## src/sv/assert_macros.svh

```systemverilog
// Assertion macros shared by the RTL of the peak meter.
// Each macro expects signals named clk and rst_n in the scope where it is used.
`ifndef ASSERT_MACROS_SVH
`define ASSERT_MACROS_SVH

// The consequent must hold in the same cycle as the antecedent.
`define ASSERT_SAME(lbl, ante, cons, msg) \
    lbl: assert property (@(posedge clk) disable iff (!rst_n) (ante) |-> (cons)) \
        else $error(msg);

// The consequent must hold in the cycle after the antecedent.
`define ASSERT_NEXT(lbl, ante, cons, msg) \
    lbl: assert property (@(posedge clk) disable iff (!rst_n) (ante) |=> (cons)) \
        else $error(msg);

`endif

```

## src/sv/pmsd_pkg.sv

```systemverilog
// Package for the peak meter segment driver: widths, codes, reset values and tables.
// No dependencies; every other file of the block but assert_macros.svh uses it.
`timescale 1ns / 1ps

package pmsd_pkg;

    localparam int LEVEL_W = 16;
    localparam int WIN_W   = 16;
    localparam int SEG_W   = 5;
    localparam int IDX_W   = 2;

    // Number of thresholds below the full-scale point that a bar can reach.
    localparam int MAX_K = (1 << SEG_W) - 1;

    localparam int DB_PER_SEGMENT = 3;

    // Decay factor 13107/16384, applied after every refresh tick.
    localparam int DECAY_SHIFT = 14;
    localparam logic [DECAY_SHIFT-1:0] DECAY_MUL = 14'd13107;

    localparam logic [LEVEL_W-1:0] FULL_SCALE = 16'h8000;

    localparam logic [WIN_W-1:0] WINDOW_LENGTH_RST = 16'd2048;
    localparam logic [SEG_W-1:0] TOTAL_SEGMENTS_RST = 5'd15;
    localparam logic [SEG_W-1:0] SEGMENTS_ABOVE_RST = 5'd2;

    // 10^(-r/40) in millionths, for r = 0..39 half-decibels.
    localparam int unsigned FRAC [40] = '{
        1000000, 944061, 891251, 841395, 794328, 749894, 707946, 668344,
        630957, 595662, 562341, 530884, 501187, 473151, 446684, 421697,
        398107, 375837, 354813, 334965, 316228, 298538, 281838, 266073,
        251189, 237137, 223872, 211349, 199526, 188365, 177828, 167880,
        158489, 149624, 141254, 133352, 125893, 118850, 112202, 105925
    };

    localparam longint unsigned POW10 [5] = '{1, 10, 100, 1000, 10000};

    typedef enum logic
    {
        REQ_SAMPLE = 1'b0,
        REQ_TICK   = 1'b1
    } req_kind_t;

    typedef enum logic [IDX_W-1:0]
    {
        REG_WINDOW_LENGTH  = 2'd0,
        REG_TOTAL_SEGMENTS = 2'd1,
        REG_SEGMENTS_ABOVE = 2'd2
    } cfg_reg_t;

    typedef struct packed
    {
        logic [WIN_W-1:0] window_length;
        logic [SEG_W-1:0] total_segments;
        logic [SEG_W-1:0] segments_above;
    } cfg_t;

endpackage

```

## src/sv/pmsd_if.sv

```systemverilog
// Handshake channels of the peak meter: sample/tick requests, results, register writes.
// Depends on pmsd_pkg.
`timescale 1ns / 1ps

interface pmsd_req_if;
    logic                          valid;
    logic                          ready;
    pmsd_pkg::req_kind_t           req_type;
    logic signed [pmsd_pkg::LEVEL_W-1:0] sample;

    modport source (output valid, output req_type, output sample, input ready);
    modport sink   (input valid, input req_type, input sample, output ready);
endinterface

interface pmsd_res_if;
    logic                        valid;
    logic                        ready;
    logic [pmsd_pkg::SEG_W-1:0]  segments_lit;
    logic                        count_changed;

    modport source (output valid, output segments_lit, output count_changed, input ready);
    modport sink   (input valid, input segments_lit, input count_changed, output ready);
endinterface

interface pmsd_cfg_if;
    logic                        valid;
    logic                        ready;
    logic [pmsd_pkg::IDX_W-1:0]  index;
    logic [pmsd_pkg::WIN_W-1:0]  data;

    modport source (output valid, output index, output data, input ready);
    modport sink   (input valid, input index, input data, output ready);
endinterface

```

## src/sv/pmsd_seg_conv.sv

```systemverilog
// Level to segment count conversion: parallel compares against 3 dB-step thresholds.
// Depends on pmsd_pkg; the thresholds are worked out at elaboration.
`timescale 1ns / 1ps

module pmsd_seg_conv #(
    parameter int DB_PER_SEGMENT = pmsd_pkg::DB_PER_SEGMENT
) (
    input  logic [pmsd_pkg::LEVEL_W-1:0] level,
    input  pmsd_pkg::cfg_t               cfg,
    output logic [pmsd_pkg::SEG_W-1:0]   count
);

    localparam int SW = pmsd_pkg::SEG_W;

    logic signed [SW:0]            full_idx;
    logic [pmsd_pkg::MAX_K-1:0]    lit;
    logic                          level_nz;

    // Segment index of the full-scale point; negative when red exceeds total.
    assign full_idx = $signed({1'b0, cfg.total_segments})
                    - $signed({1'b0, cfg.segments_above});
    assign level_nz = (level != '0);

    // Threshold k lies (2k+1) half-steps below full scale; the segment k places below
    // the full-scale point is lit when the level reaches it.
    for (genvar k = 0; k < pmsd_pkg::MAX_K; k++) begin : g_thr
        localparam int unsigned H = (2 * k + 1) * DB_PER_SEGMENT;
        localparam longint unsigned RHS = 64'd32768 * pmsd_pkg::FRAC[H % 40];
        localparam longint unsigned DIV = pmsd_pkg::POW10[(H / 40) % 5] * 64'd1000000;
        localparam longint unsigned THR = (H >= 200) ? 64'd1 : (RHS + DIV - 64'd1) / DIV;
        localparam logic [pmsd_pkg::LEVEL_W-1:0] THR_L = pmsd_pkg::LEVEL_W'(THR);
        localparam logic signed [SW:0] K_S = (SW + 1)'(k);

        assign lit[k] = level_nz && (K_S < full_idx) && (level >= THR_L);
    end

    assign count = SW'($countones(lit));

endmodule

```

## src/sv/peak_meter_segment_driver.sv

```systemverilog
// Top level of the peak meter segment driver: windowed peak hold, decay, bar count.
// Depends on pmsd_pkg, the channel interfaces, pmsd_seg_conv and assert_macros.svh.
//
// Channel  Dir  Payload                          Notes
// req      in   req_type, sample                 sample or refresh tick
// res      out  segments_lit, count_changed      one result per tick
// cfg      in   index, data                      always ready
//
// A request is registered on acceptance and processed from the input register; a
// tick result is then held in the result register. One request can be taken every
// cycle while no tick waits. Samples never wait on the result side; a tick waits
// in the input register only while a previous result is still held. Reset clears
// the held level, window state and previous count and loads the register defaults.
`timescale 1ns / 1ps
`include "assert_macros.svh"

module peak_meter_segment_driver #(
    parameter int DB_PER_SEGMENT = pmsd_pkg::DB_PER_SEGMENT
) (
    input  logic         clk,
    input  logic         rst_n,
    pmsd_req_if.sink     req,
    pmsd_res_if.source   res,
    pmsd_cfg_if.sink     cfg
);

    localparam int LW = pmsd_pkg::LEVEL_W;
    localparam int SW = pmsd_pkg::SEG_W;
    localparam int PW = LW + pmsd_pkg::DECAY_SHIFT;

    pmsd_pkg::cfg_t              cfg_reg;

    // Input register
    logic                        s1_valid_reg;
    pmsd_pkg::req_kind_t         s1_type_reg;
    logic signed [LW-1:0]        s1_sample_reg;

    // Meter state
    logic [LW-1:0]               held_level_reg;
    logic [LW-1:0]               held_level_next;
    logic [LW-1:0]               window_peak_reg;
    logic [LW-1:0]               window_peak_next;
    logic [pmsd_pkg::WIN_W-1:0]  window_pos_reg;
    logic [pmsd_pkg::WIN_W-1:0]  window_pos_next;
    logic [SW-1:0]               prev_segments_reg;

    // Result register
    logic                        out_valid_reg;
    logic [SW-1:0]               out_segments_reg;
    logic                        out_changed_reg;

    logic                        out_free;
    logic                        s1_fire;
    logic                        s1_is_tick;
    logic [LW-1:0]               magnitude;
    logic [LW-1:0]               peak_upd;
    logic [pmsd_pkg::WIN_W-1:0]  pos_inc;
    logic [SW-1:0]               seg_count;
    logic [PW-1:0]               decay_prod;

    // Handshakes
    assign out_free   = !out_valid_reg || res.ready;
    assign s1_is_tick = (s1_type_reg == pmsd_pkg::REQ_TICK);
    assign s1_fire    = s1_valid_reg && (!s1_is_tick || out_free);
    assign req.ready  = !s1_valid_reg || s1_fire;
    assign cfg.ready  = 1'b1;

    assign res.valid         = out_valid_reg;
    assign res.segments_lit  = out_segments_reg;
    assign res.count_changed = out_changed_reg;

    // Register writes; an index beyond the list is ignored.
    always_ff @(posedge clk or negedge rst_n)
    begin
        if (!rst_n)
        begin
            cfg_reg.window_length  <= pmsd_pkg::WINDOW_LENGTH_RST;
            cfg_reg.total_segments <= pmsd_pkg::TOTAL_SEGMENTS_RST;
            cfg_reg.segments_above <= pmsd_pkg::SEGMENTS_ABOVE_RST;
        end
        else if (cfg.valid)
        begin
            unique case (pmsd_pkg::cfg_reg_t'(cfg.index))
                pmsd_pkg::REG_WINDOW_LENGTH:  cfg_reg.window_length  <= cfg.data;
                pmsd_pkg::REG_TOTAL_SEGMENTS: cfg_reg.total_segments <= cfg.data[SW-1:0];
                pmsd_pkg::REG_SEGMENTS_ABOVE: cfg_reg.segments_above <= cfg.data[SW-1:0];
                default: ;
            endcase
        end
    end

    // Input register: loads whenever the stage is empty or moves on.
    always_ff @(posedge clk or negedge rst_n)
    begin
        if (!rst_n)
        begin
            s1_valid_reg <= 1'b0;
        end
        else if (req.ready)
        begin
            s1_valid_reg <= req.valid;
        end
    end

    always_ff @(posedge clk)
    begin
        if (req.ready && req.valid)
        begin
            s1_type_reg   <= req.req_type;
            s1_sample_reg <= req.sample;
        end
    end

    // Sample path: magnitude, running peak and window position.
    assign magnitude = s1_sample_reg[LW-1] ? LW'(-s1_sample_reg) : LW'(s1_sample_reg);
    assign peak_upd  = (magnitude > window_peak_reg) ? magnitude : window_peak_reg;
    assign pos_inc   = window_pos_reg + 1'b1;

    // Tick path: segment count and decayed level.
    pmsd_seg_conv #(
        .DB_PER_SEGMENT (DB_PER_SEGMENT)
    ) u_seg_conv (
        .level (held_level_reg),
        .cfg   (cfg_reg),
        .count (seg_count)
    );

    assign decay_prod = PW'(held_level_reg) * PW'(pmsd_pkg::DECAY_MUL);

    // Next state of the meter for the request in the input register.
    always_comb
    begin
        held_level_next  = held_level_reg;
        window_peak_next = window_peak_reg;
        window_pos_next  = window_pos_reg;
        if (s1_fire)
        begin
            if (s1_is_tick)
            begin
                held_level_next = decay_prod[PW-1:pmsd_pkg::DECAY_SHIFT];
            end
            else if (pos_inc == cfg_reg.window_length)
            begin
                // Window closes: raise the held level to the window peak.
                if (peak_upd > held_level_reg)
                begin
                    held_level_next = peak_upd;
                end
                window_peak_next = '0;
                window_pos_next  = '0;
            end
            else
            begin
                window_peak_next = peak_upd;
                window_pos_next  = pos_inc;
            end
        end
    end

    // Meter state and result register.
    always_ff @(posedge clk or negedge rst_n)
    begin
        if (!rst_n)
        begin
            held_level_reg    <= '0;
            window_peak_reg   <= '0;
            window_pos_reg    <= '0;
            prev_segments_reg <= '0;
            out_valid_reg     <= 1'b0;
        end
        else
        begin
            held_level_reg  <= held_level_next;
            window_peak_reg <= window_peak_next;
            window_pos_reg  <= window_pos_next;
            if (s1_fire && s1_is_tick)
            begin
                prev_segments_reg <= seg_count;
                out_valid_reg     <= 1'b1;
            end
            else if (res.ready)
            begin
                out_valid_reg <= 1'b0;
            end
        end
    end

    always_ff @(posedge clk)
    begin
        if (s1_fire && s1_is_tick)
        begin
            out_segments_reg <= seg_count;
            out_changed_reg  <= (seg_count != prev_segments_reg);
        end
    end

    // Checks on the meter state and the result register.
    `ASSERT_SAME(a_held_in_range, 1'b1, held_level_reg <= pmsd_pkg::FULL_SCALE, "held level above full scale")
    `ASSERT_SAME(a_peak_in_range, 1'b1, window_peak_reg <= pmsd_pkg::FULL_SCALE, "window peak above full scale")
    `ASSERT_NEXT(a_tick_gives_result, s1_fire && s1_is_tick, out_valid_reg, "tick produced no result")
    `ASSERT_SAME(a_prev_matches_out, out_valid_reg, out_segments_reg == prev_segments_reg, "previous count out of step")

endmodule
```

## src/flat_wrapper.sv

```systemverilog
// flat-port wrapper written by rule: the top's interface ports become plain ports
module peak_meter_segment_driver_flat 
#(
    parameter int DB_PER_SEGMENT = pmsd_pkg::DB_PER_SEGMENT
)
  (clk, rst_n, req_valid, req_req_type, req_sample, req_ready, res_valid, res_segments_lit, res_count_changed, res_ready, cfg_valid, cfg_index, cfg_data, cfg_ready);
  pmsd_req_if req_i ();
  pmsd_res_if res_i ();
  pmsd_cfg_if cfg_i ();
  input  logic clk;
  input  logic rst_n;
  input wire logic [$bits(req_i.valid)-1:0] req_valid;
  input wire logic [$bits(req_i.req_type)-1:0] req_req_type;
  input wire logic [$bits(req_i.sample)-1:0] req_sample;
  output wire logic [$bits(req_i.ready)-1:0] req_ready;
  output wire logic [$bits(res_i.valid)-1:0] res_valid;
  output wire logic [$bits(res_i.segments_lit)-1:0] res_segments_lit;
  output wire logic [$bits(res_i.count_changed)-1:0] res_count_changed;
  input wire logic [$bits(res_i.ready)-1:0] res_ready;
  input wire logic [$bits(cfg_i.valid)-1:0] cfg_valid;
  input wire logic [$bits(cfg_i.index)-1:0] cfg_index;
  input wire logic [$bits(cfg_i.data)-1:0] cfg_data;
  output wire logic [$bits(cfg_i.ready)-1:0] cfg_ready;
  assign req_i.valid = req_valid;
  assign req_i.req_type = req_req_type;
  assign req_i.sample = req_sample;
  assign req_ready = req_i.ready;
  assign res_valid = res_i.valid;
  assign res_segments_lit = res_i.segments_lit;
  assign res_count_changed = res_i.count_changed;
  assign res_i.ready = res_ready;
  assign cfg_i.valid = cfg_valid;
  assign cfg_i.index = cfg_index;
  assign cfg_i.data = cfg_data;
  assign cfg_ready = cfg_i.ready;
  peak_meter_segment_driver #(.DB_PER_SEGMENT(DB_PER_SEGMENT)) u_core (.clk(clk), .rst_n(rst_n), .req(req_i), .res(res_i), .cfg(cfg_i));
endmodule
```

## config.mk

```make
export PLATFORM = sky130hd
export DESIGN_NAME = peak_meter_segment_driver_flat
export DESIGN_NICKNAME = d
export VERILOG_FILES = /design/src/sv/pmsd_pkg.sv /design/src/sv/pmsd_if.sv /design/src/sv/pmsd_seg_conv.sv /design/src/sv/peak_meter_segment_driver.sv /design/src/flat_wrapper.sv
export VERILOG_INCLUDE_DIRS = /design/src /design/src/sv
export SDC_FILE = /design/constraint.sdc
export NUM_CORES = 1
export LEC_CHECK = 0
export ABC_CLOCK_PERIOD_IN_PS = 8200
export BUFFER_PORTS_ARGS = -buffer_cell sky130_fd_sc_hd__buf_2
export CORE_AREA = 3 3 141 143
export CTS_CLUSTER_DIAMETER = 60
export DETAILED_ROUTE_END_ITERATION = 10
export DIE_AREA = 0 0 144 146
export PLACE_DENSITY_LB_ADDON = 0.12
export RECOVER_POWER = 50
export SETUP_SLACK_MARGIN = 0.15
export SLEW_MARGIN = 20
export SYNTH_ARGS = -nofsm -noshare
export SYNTH_HDL_FRONTEND = slang
export SYNTH_HIERARCHICAL = 1
export SYNTH_SLANG_ARGS = --single-unit
```

## constraint.sdc

```tcl
create_clock -name clk -period 8.2 [get_ports clk]
set_input_delay 0.82 -clock clk [delete_from_list [all_inputs] [get_ports clk]]
set_output_delay 0.82 -clock clk [all_outputs]
set_load 0.01 [all_outputs]
```

==> impl_results.md <==
- Status: finished, violations left
- Failing checks: capacitance limit, slew limit
- Post-synth top area share: 0.178
- Synthesized net count: 1,527
- Unrepaired setup endpoints after global routing: false
- Critical path arrival: 7.51 ns
- FMAX: 0.135 GHz
- Row Count: 50
- Critical path startpoint: u_core/cfg_reg[1]
- Fin Hold WS: 0.508 ns
- Critical Path End Type: flip-flop
- Largest net degree at the start of global routing: 82
- Initial core utilization: 0.636
- Residual DRC: 0
- Final HPWL DP: 21.8 mm
- Yosys reg bits: 104
- Tmin final: 7.42 ns
- RR Startpoint: u_core/cfg_reg[1]
- Grt ovf: 0
- CTS Hold Bufs: 0
- Drt initial violations: 559
- Ys flop type: dfrtp_1
- Gr usage total: 0.277
- IO Port Bufs: 47
- Inserted Diodes: 0
- Crit path buffers/inverters: 6
- Most common cell in the netlist: inv_1
- Synth unique cells: 86
- Max_cap viols: 2
- Antenna violations before repair: 0
- Final Max Slew Viols: 117
- GPL Wtd Cong: 0.894
- Total wire length: 27.9 mm
- Synth area leaders: ha_1 18%, dfrtp_1 16%, fa_1 15%, edfxtp_1 5.8%, inv_1 5.6%
- Cell Area, Synth: 11,900 um^2
- Synth area leader: ha_1
- H-tree levels: 3
- Ys async rst share: 0.779
- Syn Inst Count: 1,227
- Relative slew slack: -1.90
- Crit Path Max Fanout: 5
- Crit share post-route: 0.905
- Levels on crit path: 27
- Top cells by count, synth: 179 x inv_1, 169 x ha_1, 92 x nand2_1
- Worst-Skew Late Latency: 0.35 ns
- CP Launch Type: flip-flop
- Total clock buffers created by CTS: 9
- DR pass1 iterations: 6
- End of the critical path: u_core/res.count_changed
- CP max-delay cell: fa_1
- Die height: 146 um
- Post-synth EDFFs: 23
- # IOs: 49
- Synth Warn #: 6
- Average size of a mapped cell: 9.70 um^2
- Hold crit path type: flip-flop to flip-flop
- Clock tree from TritonCTS: yes
- Kind of critical path: flip-flop to flip-flop
- Cell family with most CP delay: adder cells
- Die Span X: 144 um
- Final Hold Vio Count: 0
- Drt via density: 6.07
- Layout net count: 1,561
- R2R setup slack: 0.78 ns
- Setup Buffers After CTS: 0
- Crit-path most repeated cell: fa_1
- R2r worst-path depth: 27
- Area grow syn2layout: 6.29%
- Post-synthesis sequential area ratio: 0.229
- Via count: 9,108
- CTS Sinks: 104
- DRT antenna net count: 0
- Worst Tran Pin Value: 4.34 ns
- Detailed-route wire length per cell: 18.6 um
- # setup viols final: 0
- Data required, critical path: 8.30 ns
- Layout cells sized above 1: 0.117
- Via count of the first global-routing pass: 9,311
- CTS max path bufs: 2
- Reg clk slew, reported paths: 0.07 ns
- Die area: 21,000 um^2
- Setup_tns: 0 ns
- CP peak stage delay: 0.56 ns
- Setup Skew: 0.00560 ns
- Post-CTS sizing: 0
- Core Area: 18,700 um^2
- Worst r2r dst: u_core/res.count_changed
- First-pass GRT wire length: 46.3 mm
- Max FFs per register: 26
- Root buf cell: clkbuf_16
worst reg2reg max path: cells and delay by family, from the launching register on:
family                   cells  cell delay (ns)
AO/OA/AOI/OAI                4             0.58
XOR/XNOR                     3             0.69
adder cells (fa/ha/maj)      9             4.01
buffers and inverters        6             0.37
flip-flops                   1             0.53
AND/OR/NAND/NOR              5             0.99
routing by layer:
metal	vias to the layer above	routed length, um	part of all wire	GRT usage
li1	4362	-	-	-
met5	-	0	0	0
met2	300	13500	0.48	0.461
met3	33	1740	0.062	0.0450
met1	4413	12300	0.44	0.384
met4	0	415	0.015	0.0574
worst min-delay path by stage:
| stage | startpoint | end | slack, ns | cells after the start |
|---|---|---|---|---|
| floorplan | u_core/prev_segments_reg[0] | u_core/prev_segments_reg[0] | 0.47 | 2 |
| global placement | u_core/prev_segments_reg[0] | u_core/prev_segments_reg[0] | 0.48 | 2 |
| detailed placement | u_core/prev_segments_reg[4] | u_core/prev_segments_reg[4] | 0.49 | 2 |
| CTS | u_core/prev_segments_reg[0] | u_core/prev_segments_reg[0] | 0.51 | 2 |
| global route | u_core/window_peak_reg[8] | u_core/window_peak_reg[8] | 0.53 | 2 |
| finish | u_core/prev_segments_reg[0] | u_core/prev_segments_reg[0] | 0.51 | 2 |
final cells by class:
| class | instances | area [um^2] |
|---|---|---|
| clock buffer | 10 | 239 |
| clock inverter | 6 | 61.3 |
| fill | 1509 | 6060 |
| inverter | 179 | 672 |
| multi-input combinational | 901 | 8280 |
| sequential | 104 | 2730 |
| tap | 234 | 293 |
| timing repair buffer | 66 | 370 |
per-stage QoR:
stage	cells	instance area [um^2]	utilization	setup WS, ns
after global routing	1500	12600	0.676	0.332
after CTS	1500	12700	0.677	0.784
after global placement	1484	12400	0.660	0.961
after floorplan	1227	11900	-	1.29
after detailed placement	1484	12400	0.660	0.768
final	1500	12600	0.676	0.782
cell usage in the layout (no fill, tap or decap), drive strengths merged, types with 25 or more instances in the layout:
| cell type | Yosys | layout |
|---|---|---|
| nor2 | 37 | 37 |
| buf | 22 | 62 |
| mux2 | 40 | 40 |
| mux2i | 25 | 25 |
| ha | 169 | 169 |
| fa | 91 | 91 |
| xnor2 | 42 | 42 |
| inv | 179 | 181 |
| nand2 | 93 | 93 |
| o21ai | 63 | 63 |
| a21oi | 40 | 40 |
| nand3 | 27 | 27 |
| nor3 | 29 | 29 |
| dfrtp | 75 | 75 |
cells by family after synthesis:
group / after synthesis / synth area share
flops: 104 / 0.229
fa+ha+maj: 260 / 0.331
mux: 65 / 0.0602
other cells: 1 / 0.000315
xor+xnor: 61 / 0.0455
simple gates: 280 / 0.126
buf+inv: 222 / 0.0750
compound gates: 234 / 0.133
Power is not shown: default switching activity piles up to over one toggle a cycle in this logic, so the estimate is an artifact.
